`src/rtl/afu_pkg.sv`:
```
// Package for the ASCII1 field unescape block: item structs, phase and
// result-kind codes, character constants and the hex digit decoder.
// No dependencies.
package afu_pkg;

    localparam logic [7:0] CH_OPEN   = 8'h7B;  // '{'
    localparam logic [7:0] CH_CLOSE  = 8'h7D;  // '}'
    localparam logic [7:0] CH_BSLASH = 8'h5C;  // backslash

    typedef enum logic [2:0] {
        PH_IDLE  = 3'd0,
        PH_FIELD = 3'd1,
        PH_ESC1  = 3'd2,
        PH_ESC2  = 3'd3,
        PH_SKIP  = 3'd4
    } t_phase;

    typedef enum logic [1:0] {
        K_DATA   = 2'd0,
        K_DONE   = 2'd1,
        K_NOOPEN = 2'd2,
        K_BADHEX = 2'd3
    } t_kind;

    typedef struct packed {
        logic [7:0] char_in;
        logic [7:0] capacity;
    } t_in_item;

    typedef struct packed {
        t_kind      kind;
        logic [7:0] data_byte;
        logic [7:0] byte_count;
        logic       last;
    } t_out_item;

    typedef struct packed {
        t_phase     phase;
        logic [3:0] high_nibble;
        logic [7:0] stored_count;
        logic [7:0] limit;
    } t_state;

    typedef struct packed {
        logic       ok;
        logic [3:0] nibble;
    } t_hex;

    function automatic t_hex hex_decode(input logic [7:0] c);
        t_hex h;
        h.ok     = 1'b1;
        h.nibble = 4'h0;
        if (c >= 8'h30 && c <= 8'h39) begin
            h.nibble = 4'(c - 8'h30);
        end else if (c >= 8'h61 && c <= 8'h66) begin
            h.nibble = 4'(c - 8'h57);
        end else if (c >= 8'h41 && c <= 8'h46) begin
            h.nibble = 4'(c - 8'h37);
        end else begin
            h.ok = 1'b0;
        end
        return h;
    endfunction

endpackage

```
`src/rtl/ascii1_field_unescape_core.sv`:
```
// Top level of the ASCII1 field unescape block: field state register, decode
// step and a two-entry output buffer. Depends on afu_pkg and afu_step.
//
// Decodes one brace-delimited ASCII1 field, one character per input item.
// Each accepted character updates the field state in the same cycle and
// gives at most one result item (data byte, field done, missing open brace
// or bad hex escape); the result is registered in the result register, or in
// the skid register while the output stalls. The block takes one character
// per clock while the skid register is free. The output side has a result
// register and a skid register; o_in_stall rises only when the skid register
// holds an item, so it is a registered signal and never depends on i_in_valid.
// capacity is sampled only at the opening brace and is clamped to the range
// 1..MAX_FIELD_SIZE (and never beyond 255); the clamped limit less one bytes can be stored.
module ascii1_field_unescape_core #(
    parameter int unsigned MAX_FIELD_SIZE = 255
) (
    input  logic               i_clk,
    input  logic               i_rst_n,
    // character input channel
    input  logic               i_in_valid,
    output logic               o_in_stall,
    input  afu_pkg::t_in_item  i_in_item,
    // result output channel
    output logic               o_out_valid,
    input  logic               i_out_stall,
    output afu_pkg::t_out_item o_out_item
);

    // Field state and its next value.
    afu_pkg::t_state    r_state;
    afu_pkg::t_state    n_state;

    // Step outputs.
    logic               step_emit;
    afu_pkg::t_out_item step_res;

    // Output buffer: result register plus skid register.
    logic               r_out_vld;
    afu_pkg::t_out_item r_out;
    logic               r_skd_vld;
    afu_pkg::t_out_item r_skd;

    logic               in_acc;
    logic               res_vld;
    logic               out_pop;

    // Take a character whenever the skid register is free.
    assign o_in_stall = r_skd_vld;
    assign in_acc     = i_in_valid && !r_skd_vld;
    assign res_vld    = in_acc && step_emit;
    assign out_pop    = r_out_vld && !i_out_stall;

    assign o_out_valid = r_out_vld;
    assign o_out_item  = r_out;

    afu_step #(
        .MAX_FIELD_SIZE(MAX_FIELD_SIZE)
    ) u_step (
        .i_cur  (r_state),
        .i_item (i_in_item),
        .o_nxt  (n_state),
        .o_emit (step_emit),
        .o_res  (step_res)
    );

    // Advance the field state only on an accepted item.
    always_ff @(posedge i_clk) begin
        if (!i_rst_n) begin
            r_state <= '{phase: afu_pkg::PH_IDLE, high_nibble: 4'h0,
                         stored_count: 8'h00, limit: 8'h00};
        end else if (in_acc) begin
            r_state <= n_state;
        end
    end

    // Output buffer control.
    always_ff @(posedge i_clk) begin
        if (!i_rst_n) begin
            r_out_vld <= 1'b0;
            r_skd_vld <= 1'b0;
        end else if (!r_out_vld || out_pop) begin
            // Result register frees up: refill from the skid first, else
            // from the step (no item is taken while the skid is full).
            if (r_skd_vld) begin
                r_out_vld <= 1'b1;
                r_skd_vld <= 1'b0;
            end else begin
                r_out_vld <= res_vld;
            end
        end else if (res_vld) begin
            // Result register held by the stall: park the new result.
            r_skd_vld <= 1'b1;
        end
    end

    // Payload registers, no reset.
    always_ff @(posedge i_clk) begin
        if (!r_out_vld || out_pop) begin
            r_out <= r_skd_vld ? r_skd : step_res;
        end
        if (r_out_vld && !out_pop && res_vld) begin
            r_skd <= step_res;
        end
    end

    // The skid register is only ever filled behind a full result register.
    a_skid_behind_out: assert property (@(posedge i_clk) disable iff (!i_rst_n)
        r_skd_vld |-> r_out_vld)
        else $error("skid holds an item while the result register is empty");

    // Inside a field the stored count stays below the limit less one.
    a_count_bound: assert property (@(posedge i_clk) disable iff (!i_rst_n)
        (r_state.phase == afu_pkg::PH_FIELD || r_state.phase == afu_pkg::PH_ESC1 ||
         r_state.phase == afu_pkg::PH_ESC2)
        |-> (({1'b0, r_state.stored_count} + 9'd1) < {1'b0, r_state.limit}))
        else $error("stored count reached the field limit outside skip");

    // A missing-brace result ends the field and carries a zero count.
    a_noopen_form: assert property (@(posedge i_clk) disable iff (!i_rst_n)
        (r_out_vld && r_out.kind == afu_pkg::K_NOOPEN)
        |-> (r_out.last && r_out.byte_count == 8'h00 && r_out.data_byte == 8'h00))
        else $error("missing-brace result malformed");

endmodule

```
`src/rtl/afu_step.sv`:
```
// Per-character decode step: next field state and the optional result item.
// Purely combinational; depends on afu_pkg.
module afu_step #(
    parameter int unsigned MAX_FIELD_SIZE = 255
) (
    input  afu_pkg::t_state    i_cur,
    input  afu_pkg::t_in_item  i_item,
    output afu_pkg::t_state    o_nxt,
    output logic               o_emit,
    output afu_pkg::t_out_item o_res
);

    localparam logic [7:0] CapMax = (MAX_FIELD_SIZE > 255) ? 8'd255 : 8'(MAX_FIELD_SIZE);

    afu_pkg::t_hex hex;
    logic          do_store;
    logic [7:0]    store_byte;
    logic [7:0]    cnt_inc;
    logic [7:0]    cap_lo;

    always_comb begin
        hex        = afu_pkg::hex_decode(i_item.char_in);
        o_nxt      = i_cur;
        o_emit     = 1'b0;
        o_res      = '{kind: afu_pkg::K_DATA, data_byte: 8'h00,
                       byte_count: i_cur.stored_count, last: 1'b0};
        do_store   = 1'b0;
        store_byte = i_item.char_in;
        cap_lo     = (i_item.capacity == 8'h00) ? 8'h01 : i_item.capacity;
        cnt_inc    = i_cur.stored_count + 8'd1;

        unique case (i_cur.phase)
            afu_pkg::PH_FIELD: begin
                if (i_item.char_in == afu_pkg::CH_CLOSE) begin
                    o_nxt.phase = afu_pkg::PH_IDLE;
                    o_emit      = 1'b1;
                    o_res.kind  = afu_pkg::K_DONE;
                    o_res.last  = 1'b1;
                end else if (i_item.char_in == afu_pkg::CH_BSLASH) begin
                    o_nxt.phase = afu_pkg::PH_ESC1;
                end else begin
                    do_store = 1'b1;
                end
            end
            afu_pkg::PH_ESC1: begin
                if (i_item.char_in == afu_pkg::CH_BSLASH) begin
                    do_store = 1'b1;
                end else if (!hex.ok) begin
                    o_nxt.phase = afu_pkg::PH_IDLE;
                    o_emit      = 1'b1;
                    o_res.kind  = afu_pkg::K_BADHEX;
                    o_res.last  = 1'b1;
                end else begin
                    o_nxt.high_nibble = hex.nibble;
                    o_nxt.phase       = afu_pkg::PH_ESC2;
                end
            end
            afu_pkg::PH_ESC2: begin
                do_store   = 1'b1;
                // A non-hex second character is swallowed; keep the lone digit.
                store_byte = hex.ok ? {i_cur.high_nibble, hex.nibble}
                                    : {4'h0, i_cur.high_nibble};
            end
            afu_pkg::PH_SKIP: begin
                if (i_item.char_in == afu_pkg::CH_CLOSE) begin
                    o_nxt.phase = afu_pkg::PH_IDLE;
                    o_emit      = 1'b1;
                    o_res.kind  = afu_pkg::K_DONE;
                    o_res.last  = 1'b1;
                end
            end
            default: begin
                o_nxt.phase        = afu_pkg::PH_IDLE;
                o_nxt.stored_count = 8'h00;
                if (i_item.char_in != afu_pkg::CH_OPEN) begin
                    o_emit           = 1'b1;
                    o_res.kind       = afu_pkg::K_NOOPEN;
                    o_res.byte_count = 8'h00;
                    o_res.last       = 1'b1;
                end else begin
                    o_nxt.limit       = (cap_lo > CapMax) ? CapMax : cap_lo;
                    o_nxt.high_nibble = 4'h0;
                    o_nxt.phase       = (o_nxt.limit <= 8'd1) ? afu_pkg::PH_SKIP
                                                              : afu_pkg::PH_FIELD;
                end
            end
        endcase

        if (do_store) begin
            o_nxt.stored_count = cnt_inc;
            o_nxt.phase = (({1'b0, cnt_inc} + 9'd1) >= {1'b0, i_cur.limit})
                          ? afu_pkg::PH_SKIP : afu_pkg::PH_FIELD;
            o_emit           = 1'b1;
            o_res.kind       = afu_pkg::K_DATA;
            o_res.data_byte  = store_byte;
            o_res.byte_count = cnt_inc;
        end
    end

endmodule

```
`config.mk`:
```
export PLATFORM = sky130hd
export DESIGN_NAME = ascii1_field_unescape_core
export DESIGN_NICKNAME = d
export VERILOG_FILES = /design/src/rtl/afu_pkg.sv /design/src/rtl/ascii1_field_unescape_core.sv /design/src/rtl/afu_step.sv
export SDC_FILE = /design/constraint.sdc
export NUM_CORES = 1
export LEC_CHECK = 0
export ABC_AREA = 1
export ABC_CLOCK_PERIOD_IN_PS = 7530
export BUFFER_PORTS_ARGS = -buffer_cell sky130_fd_sc_hd__clkbuf_2
export CORE_ASPECT_RATIO = 1.2
export CORE_UTILIZATION = 45
export DETAILED_ROUTE_END_ITERATION = 10
export GPL_ROUTABILITY_DRIVEN = 0
export REMOVE_ABC_BUFFERS = 1
export SKIP_CTS_REPAIR_TIMING = 1
export SLEW_MARGIN = 0
export SYNTH_ARGS = -nofsm -noshare
export SYNTH_HDL_FRONTEND = slang
export SYNTH_HIERARCHICAL = 1
export SYNTH_SLANG_ARGS = --single-unit
```
`constraint.sdc`:
```
create_clock -name i_clk -period 7.53 [get_ports i_clk]
set_clock_uncertainty 0.2 [all_clocks]
set_input_delay 2.259 -clock i_clk [delete_from_list [all_inputs] [get_ports i_clk]]
set_output_delay 2.259 -clock i_clk [all_outputs]
set_load 0.01 [all_outputs]
```
==> results.cfg, run 1 <==
[clocking]
clkSinkCount = 63
cts_made_buffers = 9
clkLatencyLatePin_ns = 0.34
max-clock-path-buffers = 2
cts_tree = done
clk_pin_slew_ns = 0.07
htreeDepth = 3
clockRootBuffer = clkbuf_8

[detailed_routing]
drtPass1Iterations = 4
wl_met3_um = 327
wirelength_um = 8590
post_drt_wl_per_cell_um = 12.6
drtIter0Drc = 215
vias = 3349
ant_nets = 0
routed-wl-met2_um = 4030
vias_per_cell = 4.92
drt-met1-wl_um = 4120
top_layer = met4
drc = 0

[synth]
synth.avg_cell_area_um2 = 7.50
synthArstFlopShare_pct = 0
ys.warnings.count = 6
synth_top_area_share_pct = 29.0
synth_seq_area_share_pct = 41.7
synth_most_common_cell = nand2_1
synthTopCellsByCount = 174 x nand2_1, 65 x nor2_1, 48 x inv_1, 38 x edfxtp_1, 25 x dfxtp_1
ys_ff_latch = 63
syn_inst = 525
ys.flop_type = edfxtp_1
yosysTopAreaCell = edfxtp_1
synth_enable_flop_cells = 38
ys_top_cells_by_area = edfxtp_1 29%, nand2_1 17%, dfxtp_1 13%, nor2_1 6.2%, inv_1 4.6%
synth_cell_types = 37
synth_area_um2 = 3940

[final_layout]
nets = 593
num-fill-cells = 865
stdcell_count = 681
drive_above_1_share_pct = 14.5
num_antenna_cells = 0
synthToLayoutAreaGrowth_pct = 12.9

[setup_path]
crit-reg2reg-launch = r_state[8]
reg2reg_depth = 17
crit_type = in2reg
reg2reg_to = r_state[22]
start_kind = primary input
cp-end-kind = register
worstPathArrival_ns = 4.22
worst-path-max-fanout = 25
ff2ff_setup_slack_ns = 4.33
crit_required_ns = 7.42

[global_routing]
overflow = 0
antenna_found_initial = 0
grt_use_total_pct = 20.5
grt_pass1_vias = 3072
grt_max_degree = 43
grt_pass1_wl_um = 14500

[die]
start_util_pct = 46.2
die_w_um = 87.4
placementRows = 37
dieHeight_um = 104
die_area_um2 = 9130
io-pin-count = 41
core_area_um2 = 8520

[run_status]
status = complete, no violations

[pwr]
leakagePower_nw = 2.09
p_sw_share_pct = 26.6
ir_worst_vdd_mv = 0.0950
intPower_w = 0.000708
pwr-share-comb_pct = 17.4
power.density_nw_per_um2 = 217
power_switching_w = 0.000257
pwr-share-clk_pct = 40.2
seqPwrFrac_pct = 42.4

[timing]
max_slew_margin_pct = 44.1
timing_hold_violations_final = 0
rsz0062_at_grt = no
fin_crit_ns = 4.34
worstMarginPinSlew_ns = 0.832
setup_violations = 0
max_freq_mhz = 231
slew_violations = 0
post-route-period-util_pct = 57.6
tns_ns = 0

[hold_path]
worstHoldEndpoint = o_in_stall
holdCritPathClass = reg2reg
min-delay-start = o_out_valid
holdPathStages = 2

[run]
maxCapViolCount = 0

[place]
dp_hpwl_um = 6070
numPortBuffers = 40
dp_cells = 665
## layer usage
layer | vias up | global-route usage (%)
li1 | 1764 | -
met1 | 1497 | 26.5
met2 | 77 | 33.3
met3 | 11 | 4.68
met4 | 0 | 7.14
met5 | - | 0
## cell type report
class	count	area (um^2)	area share (%)
multi-input combinational	388	1970	44.4
clock buffer	10	128	2.87
tap	117	146	3.29
clock inverter	6	133	2.99
sequential	63	1640	36.9
timing repair buffer	42	215	4.84
inverter	55	208	4.67
## logic make-up (layout without fill, tap and decap cells)
kind of cell    count (synthesis)  in the layout  share of synthesized area, %
xor+xnor                        8              8                          1.97
compound gates                 53             53                          7.50
flops                          63             63                          41.7
fa+ha+maj                      14             14                          4.45
simple gates                  313            313                          36.2
buf+inv                        74            113                          8.20
## power by group through the flow
| stage | Combinational (W) | Sequential, W | Clock [W] |
|---|---|---|---|
| after floorplan | 0.000107 | 0.000423 | 0 |
| after global placement | 0.000165 | 0.000417 | 0 |
| after detailed placement | 0.000168 | 0.000417 | 0 |
| after CTS | 0.000169 | 0.000410 | 0.000397 |
| after global routing | 0.000194 | 0.000413 | 0.000410 |
| final | 0.000168 | 0.000409 | 0.000388 |
## worst max-delay path: stages
cell	delay, ns
clkbuf_2	0.12
inv_1	0.12
ha_1	0.16
nand2_1	0.07
nor2_2	0.13
nand2_1	0.12
nand3_2	0.14
nand3_4	0.24
inv_2	0.31
nand3_1	0.13
nand2_1	0.11
nor2_1	0.04
buf_4	0.24
## stage by stage
stage	setup slack [ns]	utilization (%)	hold slack (ns)	total power (W)	cell area, um^2
4_1_cts	3.23	52.2	0.265	0.000975	4440
2_1_floorplan	2.81	-	0.255	0.000530	3820
3_3_place_gp	2.97	49.1	0.247	0.000581	4180
6_report	3.19	52.2	0.261	0.000965	4440
5_1_grt	3.03	52.2	0.290	0.00102	4440
3_5_place_dp	2.88	49.1	0.256	0.000585	4180
## layout by cell type (no fill, tap or decap), types with 9 or more instances in the layout
| cell type | Yosys | routed |
|---|---|---|
| inv_1 | 48 | 48 |
| dfxtp_1 | 25 | 25 |
| clkbuf_2 | 0 | 40 |
| ha_1 | 14 | 14 |
| nand3b_1 | 24 | 24 |
| nand3_1 | 22 | 22 |
| o21ai_0 | 24 | 24 |
| edfxtp_1 | 38 | 38 |
| a21oi_1 | 14 | 14 |
| clkbuf_8 | 0 | 9 |
| nand2_1 | 174 | 174 |
| nor2_1 | 65 | 65 |
## flip-flops by register name (all words and copies together) (netlist names)
signal	count
o_out_item	19
r_state	23
o_out_valid	1
r_skd	19
o_in_stall	1
## how the worst max path moves through the flow
stage / startpoint / to / slack [ns] / depth (start not counted)
2_1_floorplan: i_in_item[8] / r_skd[0] / 2.81 / 11
3_3_place_gp: i_in_item[8] / r_skd[12] / 2.97 / 13
3_5_place_dp: i_in_item[8] / r_skd[8] / 2.88 / 13
4_1_cts: i_in_item[8] / r_skd[4] / 3.23 / 13
5_1_grt: i_in_item[8] / r_skd[4] / 3.03 / 13
6_report: i_in_item[8] / r_skd[4] / 3.19 / 13
Power figures use the tool's default switching activity.
==> inputs of run 2 (changes only) <==
--- a/config.mk
+++ b/config.mk
@@ -6,12 +6,13 @@
 export NUM_CORES = 1
 export LEC_CHECK = 0
 export ABC_AREA = 1
-export ABC_CLOCK_PERIOD_IN_PS = 7530
+export ABC_CLOCK_PERIOD_IN_PS = 3950
 export BUFFER_PORTS_ARGS = -buffer_cell sky130_fd_sc_hd__clkbuf_2
 export CORE_ASPECT_RATIO = 1.2
 export CORE_UTILIZATION = 45
 export DETAILED_ROUTE_END_ITERATION = 10
 export GPL_ROUTABILITY_DRIVEN = 0
+export PLACE_DENSITY = 0.66
 export REMOVE_ABC_BUFFERS = 1
 export SKIP_CTS_REPAIR_TIMING = 1
 export SLEW_MARGIN = 0
==> constraint.sdc (replaced) <==
create_clock -name i_clk -period 3.95 [get_ports i_clk]
set_clock_uncertainty 0.2 [all_clocks]
set_input_delay 1.185 -clock i_clk [delete_from_list [all_inputs] [get_ports i_clk]]
set_output_delay 1.185 -clock i_clk [all_outputs]
set_load 0.01 [all_outputs]
==> run 2 against run 1 <==
Net effect:
- first-iteration DRC count increased by 6.0%
- total power increased by 79%
- combinational power is 94% higher
- clock-buffer cell count up 2
- non-clock buffer count is 4 higher
- wire length down 0.41%
- cell area fell by 0.34%
- via count increased by 2.5%
- sequential power rose by 91%
- flip-flop and latch count stayed put
- register-to-register slack lost 3.6 ns
- final cell count is 0.59% higher
- critical endpoint is now r_state[22]
- largest cell class unchanged
- highest routed layer unchanged
==> results.cfg, run 2 (synthesized netlist as in run 1, its figures left out) <==
[run_status]
status = complete, no violations

[setup_path]
crit_required_ns = 4.00
crit_type = reg2reg
reg2reg_depth = 22
start_kind = register
cp-end-kind = register
worstPathArrival_ns = 3.27
worst-path-max-fanout = 10

[timing]
worstMarginPinSlew_ns = 0.745
slew_violations = 0
setup_slack_ns = 0.730
post-route-period-util_pct = 81.5
rsz0062_at_grt = no
max_freq_mhz = 311
timing_hold_violations_final = 0
max_slew_margin_pct = 50.3
fin_crit_ns = 3.22
setup_violations = 0
tns_ns = 0

[pwr]
power.density_nw_per_um2 = 390
p_total_w = 0.00173
ir_worst_vdd_mv = 0.188
leakagePower_nw = 2.09

[global_routing]
overflow = 0
antenna_found_initial = 0
grt_use_total_pct = 20.4
grt_pass1_wl_um = 14500
grt_pass1_vias = 3186
grt_max_degree = 43

[die]
placementRows = 37
die_area_um2 = 9130
dieHeight_um = 104
core_area_um2 = 8520
die_w_um = 87.4
io-pin-count = 41
start_util_pct = 46.2

[place]
numPortBuffers = 40
pre_cts_ws_ns = 0.470
dp_hpwl_um = 6070
dpl_cell_area_um2 = 4210

[clocking]
clk_pin_slew_ns = 0.07
clkSinkCount = 63
max-clock-path-buffers = 2
htreeDepth = 3
cts_tree = done
clkLatencyLatePin_ns = 0.35
cts_made_buffers = 9
clockRootBuffer = clkbuf_8

[final_layout]
nets = 597
num_antenna_cells = 0
layout_commonest_cell = nand2_1
synthToLayoutAreaGrowth_pct = 12.5
most-common-layout-cells = 174 x nand2_1, 65 x nor2_1, 48 x inv_1, 40 x clkbuf_2, 38 x edfxtp_1
drive_above_1_share_pct = 15.1
largest_register_ff_count = 23
regMostFlops = r_state
stdcell_area_um2 = 4430

[detailed_routing]
drc = 0
drtIter0Drc = 228
vias_per_cell = 5.01
wirelength_um = 8550
post_drt_wl_per_cell_um = 12.5
vias = 3432
ant_nets = 0
drtPass1Iterations = 5

[hold_path]
holdPathStages = 2
holdCritPathClass = reg2reg

[run]
maxCapViolCount = 0
-- run 2: per-layer routing --
layer	track usage, %	part of all wire [%]	up-vias	wire (um)
li1	-	-	1766	-
met1	26.8	44	1539	3790
met2	32.9	47	113	4050
met3	2.78	6.1	14	522
met4	9.37	2.1	0	180
met5	0	0	-	0
-- run 2: final cells by class --
cell class	count	area, um^2
Fill cell	850	4090
Multi-Input combinational cell	388	1970
Sequential cell	63	1640
Timing Repair Buffer	46	245
Inverter	55	208
Tap cell	117	146
Clock buffer	12	145
Clock inverter	4	70.1
-- run 2: path summary, 6_finish.rpt --
kind                                    end  slack, ns         from
worst min register to register   o_in_stall       0.28  o_out_valid
worst min-delay path             o_in_stall       0.28  o_out_valid
worst max register to register  r_state[22]       0.73   r_state[8]
worst max-delay path            r_state[22]       0.73   r_state[8]
-- run 2: power by group --
part | switching, W | internal, W | leakage (nW)
Clock | 0.000251 | 0.000371 | 0.110
Combinational | 0.000206 | 0.000120 | 1.37
Sequential | 0.0000282 | 0.000752 | 0.606
-- run 2: worst max-delay path, stage by stage (launching register included) --
cell and delay [ns]:
dfxtp_1 0.57, ha_1 0.23, nand2_1 0.10, nor2_1 0.21
inv_1 0.06, nand2_1 0.10, inv_1 0.09, xor2_1 0.16
inv_1 0.06, ha_1 0.29, nand2_1 0.11, inv_1 0.07
nand2_1 0.06, nand3_1 0.08, nand2_1 0.08, nand2_1 0.05
nand2_1 0.08, nand3_1 0.10, nand2_1 0.09, nand2_1 0.06
nand3b_1 0.15, nand2_1 0.09, nor2_1 0.05
-- run 2: per-stage QoR --
stage,utilization [%],hold WS [ns],cells
floorplan,-,0.255,506
detailed placement,49.5,0.270,669
CTS,52.0,0.280,685
global route,52.0,0.322,685
global placement,49.5,0.267,669
finish,52.0,0.278,685
==> inputs of run 3 (changes only) <==
--- a/config.mk
+++ b/config.mk
@@ -6,13 +6,12 @@
 export NUM_CORES = 1
 export LEC_CHECK = 0
 export ABC_AREA = 1
-export ABC_CLOCK_PERIOD_IN_PS = 3950
+export ABC_CLOCK_PERIOD_IN_PS = 3100
 export BUFFER_PORTS_ARGS = -buffer_cell sky130_fd_sc_hd__clkbuf_2
 export CORE_ASPECT_RATIO = 1.2
 export CORE_UTILIZATION = 45
 export DETAILED_ROUTE_END_ITERATION = 10
 export GPL_ROUTABILITY_DRIVEN = 0
-export PLACE_DENSITY = 0.66
 export REMOVE_ABC_BUFFERS = 1
 export SKIP_CTS_REPAIR_TIMING = 1
 export SLEW_MARGIN = 0
==> constraint.sdc (replaced) <==
create_clock -name i_clk -period 3.1 [get_ports i_clk]
set_clock_uncertainty 0.2 [all_clocks]
set_input_delay 0.93 -clock i_clk [delete_from_list [all_inputs] [get_ports i_clk]]
set_output_delay 0.93 -clock i_clk [all_outputs]
set_load 0.01 [all_outputs]
==> run 3 against run 2 <==
Net effect:
- sequential share of layout area decreased by 0.69 points
- wire length up 2.4%
- sequential power grew 27%
- flip-flop and latch count did not move
- final cell count grew 1.8%
- largest cell class unchanged
- cell area grew 2.4%
- fmax is 12% higher
==> results.cfg, run 3 (synthesized netlist as in run 1, its figures left out) <==
[global_routing]
overflow = 0
met1_usage_pct = 26.4
antenna_found_initial = 0
grt_pass1_vias = 3184
grt_use_total_pct = 20.4
grt_max_degree = 43
grt_pass1_wl_um = 14600
use_met3_pct = 4.52
met2_usage_pct = 33.8
grt_busiest_layer = met2

[detailed_routing]
drtPass1Iterations = 5
vias_per_cell = 4.99
post_drt_wl_per_cell_um = 12.6
wirelength_um = 8750
ant_nets = 0
vias = 3476
drtIter0Drc = 158
drc = 0

[final_layout]
nets = 609
layout_commonest_cell = nand2_1
drive_above_1_share_pct = 19.0
stdcell_area_um2 = 4530
final_core_util_pct = 53.2
num_antenna_cells = 0
largest_register_ff_count = 23
regMostFlops = r_state
synthToLayoutAreaGrowth_pct = 15.2
most-common-layout-cells = 170 x nand2_1, 63 x nor2_1, 47 x inv_1, 40 x clkbuf_2, 38 x edfxtp_1
stdcell_count = 697

[pwr]
leakagePower_nw = 2.13
ir_worst_vdd_mv = 0.231
power_switching_w = 0.000619
intPower_w = 0.00144
pwr-share-clk_pct = 30.0
p_sw_share_pct = 30.1
power.density_nw_per_um2 = 454
seqPwrFrac_pct = 48.2
pwr-share-comb_pct = 21.8

[setup_path]
worstPathArrival_ns = 2.89
reg2reg_to = r_state[22]
crit_buf_inv = 3
startpoint = r_state[8]
ff2ff_setup_slack_ns = 0.23
slowest_stage = dfxtp_4
worst-path-max-fanout = 5
cp-end-kind = register
slowest_delay_ns = 0.37
cpMostUsedCell = nand2_1
crit_type = reg2reg
crit_end = r_state[22]
reg2reg_depth = 21
cp_cell_sequence = ha_2, nand2_2, o21bai_1, nand2_1, inv_2, xor2_2, inv_1, ha_1, nand2_2, inv_1, nand2_1, nand3_1, nand2_1, nand2_1, nand2_1, nand3_1, nand2_1, nand2_1, nand3b_1, nand2_1, nor2_1
path_delay_family = simple AND/OR/NAND/NOR gates
start_kind = register
crit-reg2reg-launch = r_state[8]
path_depth = 21
crit_required_ns = 3.13

[die]
die_area_um2 = 9130
dieHeight_um = 104
die_w_um = 87.4
placementRows = 37
core_area_um2 = 8520
start_util_pct = 46.2
io-pin-count = 41

[timing]
setup_slack_ns = 0.233
max_freq_mhz = 349
slew_violations = 0
worstMarginPinSlew_ns = 0.709
fin_crit_ns = 2.87
max_slew_margin_pct = 52.7
timing_hold_violations_final = 0
post-route-period-util_pct = 92.5
setup_violations = 0

[run]
maxCapViolCount = 0

[clocking]
max-clock-path-buffers = 2
cts_tree = done
cts_made_buffers = 9
htreeDepth = 3
clockRootBuffer = clkbuf_8
clkSinkCount = 63
clk_pin_slew_ns = 0.07
clkLatencyLatePin_ns = 0.33

[place]
dp_cells = 679
dp_hpwl_um = 6260
pre_cts_ws_ns = 0.110
numPortBuffers = 40
dpl_cell_area_um2 = 4300

[run_status]
status = complete, no violations

[hold_path]
holdCritPathClass = reg2reg
-- run 3: power by group through the flow --
stage | Sequential (W) | Clock, W | Combinational, W
floorplan | 0.00103 | 0 | 0.000259
global placement | 0.00101 | 0 | 0.000427
detailed placement | 0.00101 | 0 | 0.000433
CTS | 0.000993 | 0.000631 | 0.000436
global route | 0.00100 | 0.000665 | 0.000508
finish | 0.000992 | 0.000616 | 0.000449
-- run 3: worst min-delay path, delay by kind of cell, from the launching register on --
family / cells / cell delay (ns)
and+or+nand+nor: 2 / 0.10
DFF: 1 / 0.32
-- run 3: worst min path at each step --
stage | to | from | depth (start not counted) | slack (ns)
final | o_in_stall | o_out_valid | 2 | 0.26
after CTS | o_in_stall | o_out_valid | 2 | 0.27
after detailed placement | o_in_stall | o_out_valid | 2 | 0.26
after global placement | o_in_stall | o_out_valid | 2 | 0.25
after floorplan | r_state[1] | r_state[1] | 2 | 0.26
after global routing | o_in_stall | o_out_valid | 2 | 0.29
-- run 3: per-layer routing --
layer / share of wire, % / vias up
met5: 0 / -
li1: - / 1795
met1: 46 / 1592
met4: 0.72 / 0
met3: 4.0 / 7
met2: 49 / 82
-- run 3: through the flow --
step           power [W]  setup TNS, ns  hold slack [ns]
3_3_place_gp     0.00144              0            0.247
5_1_grt          0.00217        -0.0419            0.292
3_5_place_dp     0.00144              0            0.257
2_1_floorplan    0.00129          -5.48            0.255
4_1_cts          0.00206              0            0.266
6_report         0.00206              0            0.262
-- run 3: area by class of cell --
cell class,instances,area (um^2)
multi-input combinational,388,2010
clock inverter,4,22.5
inverter,55,208
fill,844,3990
timing repair buffer,58,348
clock buffer,12,145
sequential,63,1650
tap,117,146
